[src/rtl/las_ram.sv]
`default_nettype none

module las_ram #(
   parameter int WIDTH = 64,
   parameter int DEPTH = 64
) (
   input  wire logic                                  clock,
   input  wire logic                                  wr_en,
   input  wire logic [((DEPTH > 1) ? $clog2(DEPTH) : 1)-1:0] wr_addr,
   input  wire logic [WIDTH-1:0]                      wr_data,
   input  wire logic [((DEPTH > 1) ? $clog2(DEPTH) : 1)-1:0] rd_addr,
   output logic      [WIDTH-1:0]                      rd_data
);

   logic [WIDTH-1:0] mem_ff [DEPTH];
   logic [WIDTH-1:0] rd_data_ff;

   // One write port and one registered read port.
   always_ff @(posedge clock) begin
      if (wr_en) begin
         mem_ff[wr_addr] <= wr_data;
      end
      rd_data_ff <= mem_ff[rd_addr];
   end

   assign rd_data = rd_data_ff;

endmodule

`default_nettype wire

[config.mk]
export PLATFORM = sky130hd
export DESIGN_NAME = las_ram
export DESIGN_NICKNAME = d
export VERILOG_FILES = /design/src/rtl/las_ram.sv
export SDC_FILE = /design/constraint.sdc
export NUM_CORES = 2
export LEC_CHECK = 0
export ABC_CLOCK_PERIOD_IN_PS = 8020
export BUFFER_PORTS_ARGS = -buffer_cell sky130_fd_sc_hd__buf_2
export CORE_MARGIN = 4
export CORE_UTILIZATION = 45
export DETAILED_ROUTE_END_ITERATION = 7
export PLACE_DENSITY = 0.63
export SLEW_MARGIN = 20
export SYNTH_ARGS = -nofsm -noshare
export SYNTH_HDL_FRONTEND = slang
export SYNTH_SLANG_ARGS = --single-unit
[constraint.sdc]
create_clock -name clock -period 8.02 [get_ports clock]
set_input_delay 0.802 -clock clock [delete_from_list [all_inputs] [get_ports clock]]
set_output_delay 0.802 -clock clock [all_outputs]
set_load 0.03 [all_outputs]
---- Yosys cells after proc, flatten, opt, wreduce, memory -nomap -nowiden ----
Memories as Yosys holds them, arrays and structs flattened. A register that Yosys moved wholly into a read port is not among the register bits.
Index checks and enable logic that the tools add are counted.
cells by class
  div/mod/pow operators ................... 0
  eq/ne operators ......................... 0
  multiplexer cells ....................... 2
  bitwise logic cells ..................... 0
  reduce and logical (&&, ||, !) cells .... 0
  add/sub/neg operators ................... 0
  shift-type cells ........................ 0
  order comparisons ....................... 0
  $mul .................................... 0
operators by type and width
  kind     count
  $mux W1  2
storage, ports and cells
  bits of input ports ..................... 78
  bits in writable memories ............... 4,096
  bits in read-only memories .............. 0
  word-level logic and storage cells ...... 3
  memories kept ........................... 1
  bits in registers ....................... 0
  latch bits .............................. 0
memory list
  memory  words  bits a word  read ports  clocked after memory_dff  write ports  line  source
  mem_ff  64     64           1           1                         1            15    logic [WIDTH-1:0] mem_ff [DEPTH];

---- Depth between registers and ports, before layout ----
  word-level depth ........................ 2
  depth in mapped cells ................... 9
  depth with buffers taken out ............ 5

---- Least setup slack after synthesis ----
No wires, ideal clock.
  path type ............................... in2reg
  start point ............................. in wr_addr[3] (netlist bit)
  end point ............................... mem mem_ff[48][0], enable pin
  path buffers ............................ 1
  data required time ...................... 7.456 ns
  arrival ................................. 5.674 ns
  stages on the path ...................... 4
  path slack .............................. 1.782 ns
  cells stage by stage .................... clkbuf_1 > nor2b_1 > nand4b_1 > nor3_1
RTL lines
  element      line  source
  from (decl)  9     input wire logic [((DEPTH > 1) ? $clog2(DEPTH) : 1)-1:0] wr_addr,
  to (decl)    15
No word-level cell before the write port.

==> metrics.txt <==
outcome completed; gr usage total 0.239; clk root buf clkbuf_16; crit-path max FO 95; crit path kind in2reg; Final min period 3.47 ns; Resize count post-CTS 0; CP required 8.82 ns; clock skew 0.0537 ns; total grt overflow 0; Seq/Total Area, Yosys 0.795; Post-CTS Setup Bufs 0; DRT iter0 DRCs 9593; Final period util 0.433; Die X 597 µm; most common cell after layout, fill and taps aside edfxtp_1; clock buffer depth 4; Post-synth EDFFs 4096; antenna violations before repair 45; synth top area cells edfxtp_1 (79%), mux4_2 (15%), mux2i_1 (0.86%), dfxtp_1 (0.82%), a22oi_1 (0.81%); maxcap violations 0; Final Hold Fails 0; number of synthesized register bits 4160; fin. max-slew vios 0; area of the core 346000 µm²; fmax 0.288 GHz; Slew @ Worst Pin 1.19 ns; Final Util 0.512; Worst setup EP type flip-flop; Syn Area/Cell 23.7 µm²; RSZ-0062 raised after global routing false; number of global-route vias before repair 75805; Post-DP Area 164000 µm²; critical path data arrival time 4.28 ns; # rows 216; DR vias 75256; cell taking the most area after synthesis edfxtp_1; Slew HR 0.202; Final Power 45.3 mW; setup TNS 0 ns; maximum vdd drop 0.221 mV; Vias/cell 6.31; post-synth top area share 0.787; TritonCTS clock tree built; clock slew at reported path FFs 0.06 ns; die height 597 µm; Clk Latency, worst-skew pair 0.97 ns; Port-buffer cells 141; drt total wl 428000 µm; Most used DFF post-synth edfxtp_1; drt drc 0; largest net degree at the start of global routing 124; hold_buf cts 0; first-pass GRT wire length 600000 µm; Post-DRT Antenna Nets 0; IO Pins 142; Die Area 357000 µm²; CTS HTree Levels 5; nets@finish 7066; Hold Crit Class in2reg; YS warnings 0; most frequent cells in the layout edfxtp_1 (4096), mux4_2 (1024), clkbuf_16 (404); FFs w/ async S/R, synth 0; Synth Instances 6598; syn nets 6676; clock sinks 4160; DR pass1 iterations 5; Power Dens Cells 256 nW/µm²; GPL Wtd Cong 0.790; Starting Density 0.452; Synth Cell Area 156000 µm²; hold_ws 0.293 ns; layout cell share with drive strength beyond 1 0.283; FILL cells 26438; Startpoint Class primary input; Layout area overhead 13.3%; wire per inst 35.9 µm; Synth cell types 33; Final Cell Area 177000 µm²; static leakage 54.9 nW; CTS buffer count 401; Post-DP HPWL 231000 µm; Setup Viol. Count Final 0
-- path summary, 6_finish.rpt --
path,from,to,slack [ns],depth (start not counted)
setup / recovery,rd_addr[0],rd_data[13],4.55,6
setup reg to reg,mem_ff[4][34],rd_data[34],5.77,4
hold / removal,wr_data[18],mem_ff[62][18],0.29,1
hold reg to reg,mem_ff[36][50],rd_data[50],0.85,4
-- layout make-up --
| type | count | area, µm² | area share |
|---|---|---|---|
| diodes | 23 | 57.6 | 0.000325 |
| clock buffers | 522 | 10800 | 0.0607 |
| clock inverters | 227 | 2510 | 0.0142 |
| inverters | 19 | 71.3 | 0.000403 |
| multi-input cells | 2049 | 30800 | 0.174 |
| flip-flops and latches | 4160 | 124000 | 0.702 |
| well taps | 4578 | 5730 | 0.0323 |
| repair buffers | 357 | 2910 | 0.0164 |
-- report_power, final --
| group | leakage, nW | internal (mW) | total (mW) | switching [mW] |
|---|---|---|---|---|
| combinational | 11.1 | 0.746 | 2.12 | 1.37 |
| clock | 6.47 | 10.9 | 19.0 | 8.10 |
| sequential | 37.4 | 24.1 | 24.2 | 0.116 |
| total | 54.9 | 35.7 | 45.3 | 9.59 |
-- cells in the mapped netlist (3+ instances only) --
master / n
dfxtp_1: 64
nand3_1: 45
a2bb2oi_1: 19
edfxtp_1: 4096
clkbuf_1: 140
buf_6: 6
o221ai_1: 38
and3_1: 64
a22o_1: 88
mux2i_1: 135
nor2_1: 112
nand2_1: 58
inv_1: 19
nor2b_1: 28
and2_1: 3
nand2b_1: 11
a31oi_1: 18
buf_4: 34
buf_2: 170
o22ai_1: 83
buf_1: 20
a41oi_1: 26
a22oi_1: 168
or2_2: 28
or3_1: 29
mux4_2: 1024
a211oi_1: 63
-- state kept, by name, indices dropped and copies added, names as in the netlist --
signal / cells
rd_data: 64
mem_ff: 4096
-- metal layers --
layer  GRT usage  part of all wire  up-vias
li1            -                 -    29328
met1       0.334              0.39    41298
met2       0.382              0.48     3912
met3      0.0443             0.092      702
met4      0.0798             0.036       16
met5           0           0.00023        -
-- kinds of logic (layout without fill, tap and decap cells) --
| kind of cell | Yosys count | in the layout | share of synthesized area |
|---|---|---|---|
| other cells | 0 | 23 | 0 |
| mux | 1159 | 1159 | 0.156 |
| buf+inv | 389 | 1125 | 0.0118 |
| simple gates | 386 | 386 | 0.0124 |
| compound gates | 504 | 504 | 0.0248 |
| flops | 4160 | 4160 | 0.795 |
-- through the flow --
step / worst slack, ns / std cells
6_report: 4.55 / 11935
5_1_grt: 4.23 / 11919
4_1_cts: 4.51 / 11909
3_5_place_dp: 3.48 / 11160
3_3_place_gp: 3.54 / 11150
2_1_floorplan: 1.78 / 6598
-- critical path: stages --
cell	delay (ns)
buf_12	0.56
buf_4	0.66
nand2_2	0.86
or2_2	0.60
a41oi_1	0.44
a211oi_1	0.08
No activity file was read; power rests on OpenSTA's default activity.
