## src/rtl/las_pkg.sv

```systemverilog
`default_nettype none

package las_pkg;

   // Field and register widths fixed by the interface.
   localparam int CMD_W      = 2;
   localparam int CELL_IDX_W = 6;
   localparam int CSR_IDX_W  = 2;
   localparam int CSR_DATA_W = 7;

   // Command codes carried in the cmd field.
   localparam logic [CMD_W-1:0] CMD_WRITE   = 2'd0;
   localparam logic [CMD_W-1:0] CMD_ADVANCE = 2'd1;
   localparam logic [CMD_W-1:0] CMD_READ    = 2'd2;

   // Register indexes on the configuration port.
   localparam logic [CSR_IDX_W-1:0] CSR_GRID_ROWS = 2'd0;
   localparam logic [CSR_IDX_W-1:0] CSR_GRID_COLS = 2'd1;
   localparam logic [CSR_IDX_W-1:0] CSR_WRAP_MODE = 2'd2;

   // Register values after reset.
   localparam logic [CSR_DATA_W-1:0] GRID_ROWS_RST = 7'd64;
   localparam logic [CSR_DATA_W-1:0] GRID_COLS_RST = 7'd64;

   // Input beat.
   typedef struct packed {
      logic [CMD_W-1:0]      cmd;
      logic [CELL_IDX_W-1:0] cell_row;
      logic [CELL_IDX_W-1:0] cell_col;
      logic                  cell_value;
   } req_type;

   // Result beat.
   typedef struct packed {
      logic cell_state;
      logic op_done;
   } rsp_type;

   // Controller states.
   typedef enum logic [3:0] {
      ST_CLEAR,
      ST_IDLE,
      ST_ADV_LAST,
      ST_ADV_FIRST,
      ST_ADV_PRIME,
      ST_ADV_ROW,
      ST_FETCH,
      ST_USE
   } state_type;

   // Read address selection for the row store.
   typedef enum logic [2:0] {
      RD_ZERO,
      RD_LAST,
      RD_NEXT1,
      RD_NEXT2,
      RD_CELL
   } rd_sel_type;

   // Write selection for the row store.
   typedef enum logic [1:0] {
      WR_NONE,
      WR_CLEAR,
      WR_ROW,
      WR_CELL
   } wr_sel_type;

   // Row window update.
   typedef enum logic [1:0] {
      WIN_HOLD,
      WIN_ABOVE,
      WIN_PRIME,
      WIN_SHIFT
   } win_sel_type;

   // Commands from the controller to the datapath.
   typedef struct packed {
      logic        req_load;
      logic        row_clr;
      logic        row_inc;
      rd_sel_type  rd_sel;
      wr_sel_type  wr_sel;
      win_sel_type win_sel;
      logic        rsp_fire;
   } ctl_type;

   // Status from the datapath to the controller.
   typedef struct packed {
      logic             clr_last;
      logic             row_last;
      logic             in_grid;
      logic [CMD_W-1:0] cmd;
   } stat_type;

endpackage

`default_nettype wire

```

## src/rtl/las_ctrl.sv

```systemverilog
`default_nettype none

module las_ctrl
   import las_pkg::*;
(
   input  wire logic             clock,
   input  wire logic             reset,
   input  wire logic             start,
   input  wire logic [CMD_W-1:0] req_cmd,
   input  wire stat_type         stat,
   output ctl_type               ctl,
   output logic                  busy
);

   state_type state_ff;
   state_type state_in;

   // State register; reset starts the clearing sweep of the row store.
   always_ff @(posedge clock) begin
      if (reset) begin
         state_ff <= ST_CLEAR;
      end else begin
         state_ff <= state_in;
      end
   end

   // Next state.
   always_comb begin
      state_in = state_ff;
      case (state_ff)
         ST_CLEAR: begin
            if (stat.clr_last) state_in = ST_IDLE;
         end
         ST_IDLE: begin
            if (start) begin
               state_in = (req_cmd == CMD_ADVANCE) ? ST_ADV_LAST : ST_FETCH;
            end
         end
         ST_ADV_LAST:  state_in = ST_ADV_FIRST;
         ST_ADV_FIRST: state_in = ST_ADV_PRIME;
         ST_ADV_PRIME: state_in = ST_ADV_ROW;
         ST_ADV_ROW: begin
            if (stat.row_last) state_in = ST_FETCH;
         end
         ST_FETCH: state_in = ST_USE;
         ST_USE:   state_in = ST_IDLE;
         default:  state_in = ST_IDLE;
      endcase
   end

   // Commands to the datapath.
   always_comb begin
      ctl          = '0;
      ctl.rd_sel   = RD_ZERO;
      ctl.wr_sel   = WR_NONE;
      ctl.win_sel  = WIN_HOLD;
      case (state_ff)
         ST_CLEAR: begin
            ctl.wr_sel  = WR_CLEAR;
            ctl.row_inc = 1'b1;
         end
         ST_IDLE: begin
            ctl.req_load = start;
            ctl.row_clr  = 1'b1;
         end
         ST_ADV_LAST: begin
            ctl.rd_sel = RD_LAST;
         end
         ST_ADV_FIRST: begin
            ctl.win_sel = WIN_ABOVE;
            ctl.rd_sel  = RD_ZERO;
         end
         ST_ADV_PRIME: begin
            ctl.win_sel = WIN_PRIME;
            ctl.rd_sel  = RD_NEXT1;
         end
         ST_ADV_ROW: begin
            ctl.wr_sel  = WR_ROW;
            ctl.win_sel = WIN_SHIFT;
            ctl.rd_sel  = RD_NEXT2;
            ctl.row_inc = 1'b1;
         end
         ST_FETCH: begin
            ctl.rd_sel = RD_CELL;
         end
         ST_USE: begin
            ctl.rsp_fire = 1'b1;
            if (stat.cmd == CMD_WRITE && stat.in_grid) ctl.wr_sel = WR_CELL;
         end
         default: begin
            ctl.rsp_fire = 1'b0;
         end
      endcase
   end

   assign busy = (state_ff != ST_IDLE);

`ifndef NO_ASSERTIONS
   // A result is issued once per item and the controller then returns to idle.
   a_rsp_then_idle: assert property (@(posedge clock) disable iff (reset)
      ctl.rsp_fire |=> (state_ff == ST_IDLE))
      else $error("controller did not return to idle after a result");

   // An accepted item always keeps the block busy in the following cycle.
   a_accept_busy: assert property (@(posedge clock) disable iff (reset)
      (start && !busy) |=> busy)
      else $error("accepted item did not make the block busy");

   // The row store is never written while the block waits for an item.
   a_idle_no_write: assert property (@(posedge clock) disable iff (reset)
      (state_ff == ST_IDLE) |-> (ctl.wr_sel == WR_NONE))
      else $error("row store written while idle");
`endif

endmodule

`default_nettype wire

```

## config.mk

```make
export PLATFORM = sky130hd
export DESIGN_NAME = las_ctrl
export DESIGN_NICKNAME = d
export VERILOG_FILES = /design/src/rtl/las_pkg.sv /design/src/rtl/las_ctrl.sv
export SDC_FILE = /design/constraint.sdc
export NUM_CORES = 1
export LEC_CHECK = 0
export BUFFER_PORTS_ARGS = -buffer_cell sky130_fd_sc_hd__buf_2
export CAP_MARGIN = 20
export CORE_AREA = 2 2 39 41
export DETAILED_ROUTE_END_ITERATION = 8
export DIE_AREA = 0 0 41 43
export HOLD_SLACK_MARGIN = 0.15
export PLACE_DENSITY_LB_ADDON = 0.05
export SLEW_MARGIN = 5
export SYNTH_ARGS = -nofsm -noshare
export SYNTH_HDL_FRONTEND = slang
export SYNTH_SLANG_ARGS = --single-unit
```

## constraint.sdc

```tcl
create_clock -name clock -period 2.5 [get_ports clock]
set_input_delay 0.125 -clock clock [delete_from_list [all_inputs] [get_ports clock]]
set_output_delay 0.125 -clock clock [all_outputs]
set_load 0.005 [all_outputs]
```

Yosys cells after proc, flatten, opt, wreduce, memory -nomap -nowiden
Cells that the tools add are included.
{ "op_classes": {"reduce_logical": 5, "eq_ne": 12, "n_mux": 12} }
{ "op_table": {"columns": ["operator", "count"], "rows": [
  ["$pmux W4 S7", 1],
  ["$eq A4 B3 Y1 const B", 4],
  ["$mux W4", 3],
  ["$pmux W2 S3", 2],
  ["$pmux W3 S4", 1],
  ["$eq A4 B2 Y1 const B", 2],
  ["$ne A2 B2 Y1 const B", 3],
  ["$eq A4 B1 Y1 const B", 1],
  ["$logic_not A4 Y1", 1],
  ["$mux W2", 2],
  ["$ne A4 B1 Y1 const B", 1],
  ["$mux W3", 1],
  ["$reduce_and A3 Y1", 1],
  ["$eq A2 B1 Y1 const B", 1],
  ["$logic_not A2 Y1", 1],
  ["$mux W1", 2],
  ["$reduce_or A2 Y1", 1],
  ["$logic_and A1 B1 Y1", 1]
]} }
{ "word_totals": {"word_cells": 30, "reg_bits": 4} }

Depth between registers and ports, before layout
Gate-level depths: netlist (run 1).
{ "logic_depth": {"ltp_word": 4, "depth_mapped": 4, "depth_no_buf": 3} }

Worst setup path before layout (run 1)
Ideal clock, no wire load.
{ "synth_timing": {"path_type": "register to output", "start": "register state_ff[0]", "end": "output ctl[5] (netlist name)", "path_buffers": 1, "path_slack_ns": 1.519, "stages_incl_launch_ff": 3, "t_arrival_ns": 0.856, "path_cell_list": "dfxtp_1 -> buf_2 -> mux2_2"} }
{ "synth_lines": {"columns": ["element", "line_no", "source"], "rows": [
  ["start, declared", "las_ctrl.sv:15", "state_type state_ff;"],
  ["start signal, assigned", "las_ctrl.sv:23", "state_ff <= state_in;"],
  ["end, declared", "las_ctrl.sv:11", "output ctl_type ctl,"]
]} }

==> reports/metrics.yaml, run 1 <==
rr_startpoint: "state_ff[2]"
finalSetupViolCount: 0
cp.arrival_ns: 1.39
yosys_warnings: 0
hold_path_end: "state_ff[0]"
grt_pass1_wl_mm: 1.152
outcome: "finished, final reports clean"
finClkSkew_ns: 0.003928
reg2reg_depth: 3
rsz0062_at_grt: "false"
htree_num_levels: 1
wl_per_cell_um: 9.935
portBuffers: 21
core-area_um2: 1384
clkPwrFrac: 0.379
largest_register_ffs: 3
fin_area_um2: 437.9
nets: 72
antennaDiodeCount: 0
postCtsSetupRepairBufs: 0
setup_ws_ns: 0.9856
reg_top3: "state_ff: 3 flops"
clk_latency_ns: 0.23
syn-num-nets: 49
grt_usage: 0.09829
dpl-instance-area_um2: 401.6
vias: 341
layoutNonFillerInstCount: 77
first_global_vias: 309
p_leak_nw: 0.2164
whs_ns: 0.2133
die_area_um2: 1763
row_count: 14
ir_worst_vdd_mv: 0.1664
dp_slack_ns: 1.233
grt-ovfl-total: 0
floorplan.die.width_um: 41
hold_depth: 3
antenna_found_initial: 0
critPathMaxFanout: 11
post-route-util: 0.3165
die_h_um: 43
power_frac_comb: 0.310
ys_types: 24
io_pins: 22
cellPowerDensity_nw_per_um2: 505.1
cp_slowest_cell: "dfxtp_1"
grt_start_max_net_pins: 14
slew_headroom: 0.6912
ctsHoldBuffers: 1
clk_pin_slew_ns: 0.04
cp_slowest_stage_delay_ns: 0.60
drive_above_1_share: 0.5410
syn_area_per_cell_um2: 7.988
netlist_area_um2: 311.5
fmax_ghz: 0.6603
cts_resized: 0
worst_pin_slew_ns: 0.4625
period_share: 0.6058
synth-seq-cells: 3
wl_um: 765
startpoint_type: "flop"
p_int_mw: 0.1518
place_congestion: 0.6457
rrSetupSlack_ns: 1.31
power_mw: 0.2212
cts.sinks: 3
viasPerCell: 4.429
ant_nets: 0
cp.required_ns: 2.38
holdCritStartpoint: "stat[4]"
dp_cells: 72
cts_tree: "done"
max_cap_violations: 0
regMostFlops: "state_ff"
finalMaxSlewViolations: 0
root_buffer: "clkbuf_4"
cp-startpoint: "state_ff[1]"
numCtsBuffers: 3
synth_cells: 39
first_pass_iters: 3
setup_tns_ns: 0
area_delta_synth_final_pct: 40.56
hold_path.class: "in -> reg"
start_util: 0.2251
drtIter0Drc: 3
swShare: 0.3139
r2r_end: "state_ff[1]"
dp_hpwl_um: 597.2
cp-end-kind: "output pin"
drcViolationCount: 0
seq_power_share: 0.311
worstSetupPathType: "reg -> out"
seq_area_frac_synth: 0.1928
power_switching_mw: 0.06943
clock_path_buffers: 2
hold_violations: 0
path_cells: "and3_4 -> nand3_1 -> o31ai_1 -> buf_2"
min_period_ns: 1.514
layout by cell type (no fill, tap or decap):
cell	instances
buf_2	21
nand2_1	4
nor2_1	4
a21oi_1	3
clkbuf_4	3
dfxtp_1	3
nor2_2	2
inv_1	2
mux2_2	2
nand2b_1	2
and3_4	1
nand3_1	1
o31ai_1	1
nor2b_1	1
or2_0	1
and3_1	1
o21a_1	1
a21boi_1	1
nor4_2	1
nand3b_1	1
nor2_4	1
o22ai_2	1
a221oi_2	1
clkbuf_1	1
dlygate4sd3_1	1
power by group through the flow:
stage / clock network, mW / logic, mW / registers (mW)
2_1_floorplan: 0 / 0.0577 / 0.0565
3_3_place_gp: 0 / 0.0697 / 0.0695
3_5_place_dp: 0 / 0.0685 / 0.0695
4_1_cts: 0.0877 / 0.0702 / 0.0689
5_1_grt: 0.0942 / 0.0781 / 0.0710
6_report: 0.0839 / 0.0685 / 0.0688
cell usage after synthesis:
cell type | count | share of area
nor2_1 | 4 | 0.048
o22ai_2 | 1 | 0.040
nor4_2 | 1 | 0.040
nor2_2 | 2 | 0.040
buf_6 | 2 | 0.072
dfxtp_1 | 3 | 0.19
nand2_1 | 4 | 0.048
and3_4 | 1 | 0.036
nor2b_1 | 1 | 0.020
o31ai_1 | 1 | 0.024
mux2_2 | 2 | 0.072
a221oi_2 | 1 | 0.048
and3_1 | 1 | 0.020
nand3b_1 | 1 | 0.024
nand2b_1 | 2 | 0.040
a21boi_1 | 1 | 0.024
inv_1 | 2 | 0.024
or2_0 | 1 | 0.020
nand3_1 | 1 | 0.016
buf_2 | 1 | 0.016
a21oi_1 | 3 | 0.048
nor2_4 | 1 | 0.036
buf_4 | 1 | 0.024
o21a_1 | 1 | 0.024
cell type report:
| class | instances | area (µm²) |
|---|---|---|
| multi-input combinational | 30 | 209.0 |
| tap | 16 | 20.02 |
| inverter | 2 | 7.507 |
| clock buffer | 4 | 26.28 |
| sequential | 3 | 60.06 |
| fill | 169 | 945.9 |
| timing repair buffer | 22 | 115.1 |
routing by layer:
layer / global-route usage / up-vias / wire (µm)
li1: - / 177 / -
met1: 0.1186 / 148 / 344
met2: 0.1438 / 16 / 352
met3: 0.01571 / 0 / 68
met4: 0.08000 / 0 / 0
met5: 0 / - / 0
worst max-delay path by stage:
| stage | to | slack, ns | cells past startpoint |
|---|---|---|---|
| floorplan | ctl[5] | 1.52 | 2 |
| global placement | ctl[3] | 1.24 | 4 |
| detailed placement | ctl[3] | 1.23 | 4 |
| CTS | ctl[3] | 0.97 | 4 |
| global route | ctl[3] | 0.87 | 4 |
| finish | ctl[3] | 0.99 | 4 |
cell families (layout without fill, tap and decap cells):
group | Yosys count | count (layout) | synth area share
flip-flops | 3 | 3 | 0.1928
AND/OR/NAND/NOR | 20 | 20 | 0.3895
multiplexers | 2 | 2 | 0.07228
buffers and inverters | 6 | 28 | 0.1365
AO/OA/AOI/OAI | 8 | 8 | 0.2088
critical path: cells and delay by family, from the launching register on:
| kind | cells | cell delay [ns] |
|---|---|---|
| AND/OR/NAND/NOR | 2 | 0.36 |
| buffers and inverters | 1 | 0.14 |
| flip-flops | 1 | 0.60 |
| AO/OA/AOI/OAI | 1 | 0.06 |
Power figures use the tool's default switching activity.
==> run 2, diff against run 1 <==
--- a/config.mk
+++ b/config.mk
@@ -5,11 +5,12 @@
 export SDC_FILE = /design/constraint.sdc
 export NUM_CORES = 1
 export LEC_CHECK = 0
+export ABC_AREA = 1
 export BUFFER_PORTS_ARGS = -buffer_cell sky130_fd_sc_hd__buf_2
 export CAP_MARGIN = 20
-export CORE_AREA = 2 2 39 41
+export CORE_MARGIN = 1
+export CORE_UTILIZATION = 27
 export DETAILED_ROUTE_END_ITERATION = 8
-export DIE_AREA = 0 0 41 43
 export HOLD_SLACK_MARGIN = 0.15
 export PLACE_DENSITY_LB_ADDON = 0.05
 export SLEW_MARGIN = 5
==> constraint.sdc (replaced) <==
create_clock -name clock -period 1.42 [get_ports clock]
set_input_delay 0.071 -clock clock [delete_from_list [all_inputs] [get_ports clock]]
set_output_delay 0.071 -clock clock [all_outputs]
set_load 0.005 [all_outputs]
==> run 2 against run 1 <==
  * Wire length is 7.1% higher
  * Register-to-register slack worse by 1.0 ns
  * Die area is 17% lower
  * Sequential power is 96% higher
  * Final cell count is 27% higher
  * Global-route usage is 3.6 points higher
  * Sequential share of layout area is 1.6 points lower
  * Flip-flop and latch count stayed put
  * Clock-buffer cell count stayed put
  * Clock skew hardly changed
  * Critical path type unchanged
  * Largest cell class unchanged
  * Highest routed layer unchanged
==> reports/metrics.yaml, run 2 <==
clock_path_buffers: 2
cts_tree: "done"
wl_per_cell_um: 8.357
netlist.area_leader.share: 0.1684
worstSetupPathType: "reg -> out"
clkPwrFrac: 0.268
area_delta_synth_final_pct: 41.40
htree_num_levels: 1
ant_nets: 0
p_leak_nw: 0.3014
largest_register_ffs: 3
power_switching_mw: 0.2261
seq_area_frac_synth: 0.1684
place_congestion: 0.7211
viasPerCell: 4.255
grt_use_met2: 0.2415
clk_latency_ns: 0.23
grt_start_max_net_pins: 9
first_pass_iters: 3
core-area_um2: 1171
row_count: 12
critPathMaxFanout: 6
vias: 417
cts.sinks: 3
grt-ovfl-total: 0
io_pins: 22
seq_power_share: 0.242
antenna_found_initial: 0
dp_slack_ns: 0.1956
synth_cells: 59
netlist_area_um2: 356.6
cp-startpoint: "state_ff[0]"
post-route-util: 0.4306
slew_headroom: 0.8239
regMostFlops: "state_ff"
whs_ns: 0.2205
outcome: "finished, final reports clean"
power_frac_comb: 0.490
fmax_ghz: 0.7854
holdCritStartpoint: "stat[4]"
syn_area_per_cell_um2: 6.044
async_flop_share: 0
period_share: 0.8966
finalSetupViolCount: 0
ir_worst_vdd_mv: 0.4547
ys_types: 17
min_period_ns: 1.273
ys_top_cells_by_area: "dfxtp_1 (17%), nand2_1 (16%), nor2_1 (9.5%)"
die_h_um: 38.34
start_util: 0.3045
antennaDiodeCount: 0
final_cell_mix: "buf_2 (21), nand2_1 (15), nor2_1 (9), inv_1 (8), nor2_2 (4)"
grt_usage: 0.1348
root_buffer: "clkbuf_4"
numCtsBuffers: 3
synth_common_cells: "nand2_1 (15), nor2_1 (9), inv_1 (8), nor2_2 (4)"
synth-seq-cells: 3
setup_ws_ns: 0.1468
syn-num-nets: 69
nets: 95
ys.flop_type: "dfxtp_1"
cp.arrival_ns: 1.20
rr_startpoint: "state_ff[0]"
grt_pass1_wl_mm: 1.324
gr-usage-met1: 0.1394
final_common_cell: "buf_2"
finalMaxSlewViolations: 0
startpoint_type: "flop"
cp-end-kind: "output pin"
synth_most_common_cell: "nand2_1"
hold_violations: 0
top_usage_layer: "met2"
dp_hpwl_um: 691.5
drtIter0Drc: 5
setup_tns_ns: 0
synth_edf_count: 0
max_cap_violations: 0
floorplan.die.width_um: 38.34
clk_pin_slew_ns: 0.03
cp.required_ns: 1.35
wl_um: 819
p_int_mw: 0.3306
rsz0062_at_grt: "false"
worst_pin_slew_ns: 0.2638
portBuffers: 21
drive_above_1_share: 0.4881
drcViolationCount: 0
num-fill-cells: 134
finClkSkew_ns: 0.003645
first_global_vias: 357
hold_path.class: "in -> reg"
swShare: 0.4061
cellPowerDensity_nw_per_um2: 1104
yosys.area.top_type: "dfxtp_1"
grt_use_met3: 0.05233
die_area_um2: 1470
yosys_warnings: 0
reg_top3: "state_ff: 3 flops"
[run 2: changes by cell type in the layout (fill, tap and decap cells not counted), moves of 2 or more]
cell | previous run | this run
nor2_1 | 4 | 9
mux2_2 | 2 | 0
nand3_1 | 1 | 3
inv_2 | 0 | 2
nand2b_1 | 2 | 0
nand2_2 | 0 | 3
inv_1 | 2 | 8
nand2_1 | 4 | 15
nand3_2 | 0 | 2
nor2_2 | 2 | 4
a21oi_1 | 3 | 1
[run 2: final timing paths]
check                              endpoint  slack [ns]  depth (start not counted)
worst max-delay path                 ctl[8]        0.15                          5
worst min-delay path            state_ff[0]        0.22                          5
worst max register to register  state_ff[2]        0.27                          7
worst min register to register  state_ff[2]        0.71                          3
[run 2: critical path: stages, from the launching register on]
cell and delay, ns:
dfxtp_1 0.46, nand2_2 0.14, nor2_4 0.14, inv_1 0.08, nand2_1 0.06, buf_2 0.10
[run 2: metal layers]
| metal | part of all wire | wire length, µm |
|---|---|---|
| met3 | 0.070 | 57 |
| met5 | 0 | 0 |
| met1 | 0.48 | 395 |
| met4 | 0 | 0 |
| met2 | 0.45 | 367 |
[run 2: cell families (layout without fill, tap and decap cells)]
family / Yosys count / after routing / synth area share
compound gates: 4 / 4 / 0.09122
buf+inv: 13 / 38 / 0.1895
flops: 3 / 3 / 0.1684
simple gates: 39 / 39 / 0.5508
[run 2: final cells by class]
class,instances,area (µm²),share of cell area
Multi-Input combinational cell,43,229.0,0.4541
Timing Repair Buffer,24,132.6,0.2630
Sequential cell,3,61.31,0.1216
Inverter,10,37.54,0.07444
Clock buffer,4,26.28,0.05211
Tap cell,14,17.52,0.03474
[run 2: through the flow]
stage / area [µm²] / std cells / power [mW]
after floorplan: 356.6 / 59 / 0.3304
after global placement: 456.7 / 92 / 0.4107
after detailed placement: 456.7 / 92 / 0.4071
after CTS: 503.0 / 98 / 0.5664
after global routing: 504.2 / 98 / 0.6138
final: 504.2 / 98 / 0.5568
[run 2: repair_timing]
| item | CTS | global route |
|---|---|---|
| endpoints found under the hold margin | 3 | 0 |
| setup endpoints to repair | 0 | 2 |
| hold buffers | 2 | 0 |
| gates resized for setup | 0 | 1 |
| setup buffers | 0 | 0 |
[run 2: power groups by stage]
stage	clock network, mW	logic (mW)	registers, mW
final	0.149	0.273	0.135
after global routing	0.165	0.310	0.139
after CTS	0.156	0.276	0.134
after detailed placement	0	0.271	0.136
after global placement	0	0.276	0.135
after floorplan	0	0.218	0.112
==> run 3, diff against run 2 <==
--- a/config.mk
+++ b/config.mk
@@ -5,12 +5,12 @@
 export SDC_FILE = /design/constraint.sdc
 export NUM_CORES = 1
 export LEC_CHECK = 0
-export ABC_AREA = 1
+export ABC_AREA = 0
 export BUFFER_PORTS_ARGS = -buffer_cell sky130_fd_sc_hd__buf_2
 export CAP_MARGIN = 20
-export CORE_MARGIN = 1
-export CORE_UTILIZATION = 27
+export CORE_AREA = 2 2 39 41
 export DETAILED_ROUTE_END_ITERATION = 8
+export DIE_AREA = 0 0 41 43
 export HOLD_SLACK_MARGIN = 0.15
 export PLACE_DENSITY_LB_ADDON = 0.05
 export SLEW_MARGIN = 5
==> constraint.sdc (replaced) <==
create_clock -name clock -period 1 [get_ports clock]
set_input_delay 0.05 -clock clock [delete_from_list [all_inputs] [get_ports clock]]
set_output_delay 0.05 -clock clock [all_outputs]
set_load 0.005 [all_outputs]
==> run 3 against run 2 <==
  * Largest power group unchanged
  * Combinational power increased by 10%
  * Design area rose by 26%
  * Setup slack got worse by 0.34 ns
  * Clock-buffer cell count unchanged
  * Die area up 20%
  * Global-route usage decreased by 2.4 points
  * The flow now finishes with violations (negative setup slack)
==> reports/metrics.yaml, run 3 (synthesis results as in run 1) <==
outcome: "complete, but fails checks"
failed_checks: "negative setup slack"
cp.arrival_ns: 1.14
drive_above_1_share: 0.7273
drcViolationCount: 0
ant_nets: 0
core-area_um2: 1384
cp_slowest_cell: "dfxtp_4"
cts_tree: "done"
start_util: 0.2251
first_global_vias: 377
dpl-instance-area_um2: 461.7
power_switching_mw: 0.2043
p_int_mw: 0.4679
worst_pin_slew_ns: 0.1717
max_cap_violations: 0
drtIter0Drc: 0
cp.required_ns: 0.95
worstSetupPathType: "reg -> out"
finalMaxSlewViolations: 0
htree_num_levels: 1
critPathMaxFanout: 7
period_share: 1.192
swShare: 0.3039
hold_violations: 0
finalSetupViolCount: 15
area_delta_synth_final_pct: 104.0
grt_pass1_wl_mm: 1.352
clk_pin_slew_ns: 0.04
dp_cells: 80
rr_startpoint: "state_ff[2]"
vias: 405
rsz0062_at_grt: "true"
portBuffers: 21
path_cells: "nor2b_2 -> mux2_2 -> buf_2"
ir_worst_vdd_mv: 0.5451
layoutNonFillerInstCount: 93
p_leak_nw: 0.3135
fmax_ghz: 0.8389
post-route-util: 0.4593
min_period_ns: 1.192
slew_headroom: 0.8846
dp_hpwl_um: 687.7
holdCritStartpoint: "req_cmd[0]"
startpoint_type: "flop"
die_h_um: 43
critical_path_buf_inv_count: 1
io_pins: 22
cp_slowest_stage_delay_ns: 0.37
first_pass_iters: 1
clock_path_buffers: 2
row_count: 14
fin_area_um2: 635.6
numCtsBuffers: 3
cellPowerDensity_nw_per_um2: 1058
cts.sinks: 3
finClkSkew_ns: 0.0005026
clkPwrFrac: 0.318
largest_register_ffs: 3
hold_path.class: "in -> reg"
wl_per_cell_um: 9.656
antenna_found_initial: 0
place_congestion: 0.6935
nets: 88
regMostFlops: "state_ff"
setup_ws_ns: -0.1920
cp-end-kind: "output pin"
power_frac_comb: 0.448
seq_power_share: 0.234
setup_tns_ns: -1.616
cp-startpoint: "state_ff[1]"
viasPerCell: 4.355
grt_start_max_net_pins: 8
antennaDiodeCount: 0
die_area_um2: 1763
floorplan.die.width_um: 41
grt_usage: 0.1111
reg_top3: "state_ff: 3 flops"
final_common_cell: "buf_2"
root_buffer: "clkbuf_4"
cp_top_family: "flip-flops"
wl_um: 898
final_cell_mix: "buf_2 (19), buf_6 (9), buf_4 (8), nor2_1 (4)"
grt-ovfl-total: 0
clk_latency_ns: 0.23
-- run 3: cell count changes in the layout (fill, tap and decap cells not counted), sizes merged, moves of 4 or more --
cell and delta:
nor2 -8, inv -8, nand3 -4, buf +14
nand2 -14
-- run 3: metrics by stage --
| step | worst slack [ns] | hold slack (ns) | power (mW) |
|---|---|---|---|
| after floorplan | 0.07370 | 0.1162 | 0.2855 |
| after global placement | -0.1039 | 0.2823 | 0.3823 |
| after detailed placement | -0.08628 | 0.2759 | 0.3805 |
| after CTS | -0.1887 | 0.2090 | 0.6524 |
| after global routing | -0.2617 | 0.2451 | 0.7263 |
| final | -0.1920 | 0.2093 | 0.6722 |
-- run 3: final cells by class --
| type | count | area, µm² |
|---|---|---|
| clock buffer | 4 | 26.28 |
| inverter | 2 | 7.507 |
| sequential | 3 | 71.32 |
| multi-input combinational | 30 | 234.0 |
| timing repair buffer | 38 | 276.5 |
| fill | 155 | 748.2 |
| tap | 16 | 20.02 |
-- run 3: power by group through the flow --
stage          sequential, mW  clock (mW)  combinational (mW)
2_1_floorplan           0.141           0               0.144
3_3_place_gp            0.158           0               0.224
3_5_place_dp            0.159           0               0.222
4_1_cts                 0.155       0.221               0.276
5_1_grt                 0.160       0.235               0.331
6_report                0.158       0.214               0.301
-- run 3: metal layers --
metal  part of all wire  global-route usage  wire (µm)  vias to the layer above
li1                   -                   -          -                      208
met1               0.42              0.1115        374                      177
met2               0.49              0.1906        440                       18
met3              0.076             0.03141         68                        2
met4              0.016             0.06000         14                        0
met5                  0                   0          0                        -
-- run 3: worst register-to-register path, stage by stage (launching register included) --
cell and delay [ns]:
dfxtp_4 0.36, buf_4 0.13, buf_6 0.11, buf_4 0.13, nand2_2 0.05, o22ai_2 0.07, a221oi_2 0.25
-- run 3: timing repair --
action                                 CTS  global route
setup endpoints to repair               15            15
pin swaps                                6             5
hold buffers                             2             0
gates resized for setup                 11            10
endpoints found under the hold margin    3             0
setup buffers                            5             2
cloned                                   0             0
-- run 3: path summary, 6_finish.rpt --
path	to	slack [ns]	cells past startpoint
setup reg to reg	state_ff[0]	-0.19	6
setup / recovery	ctl[5]	-0.19	3
hold reg to reg	state_ff[1]	0.53	2
hold / removal	state_ff[2]	0.21	4
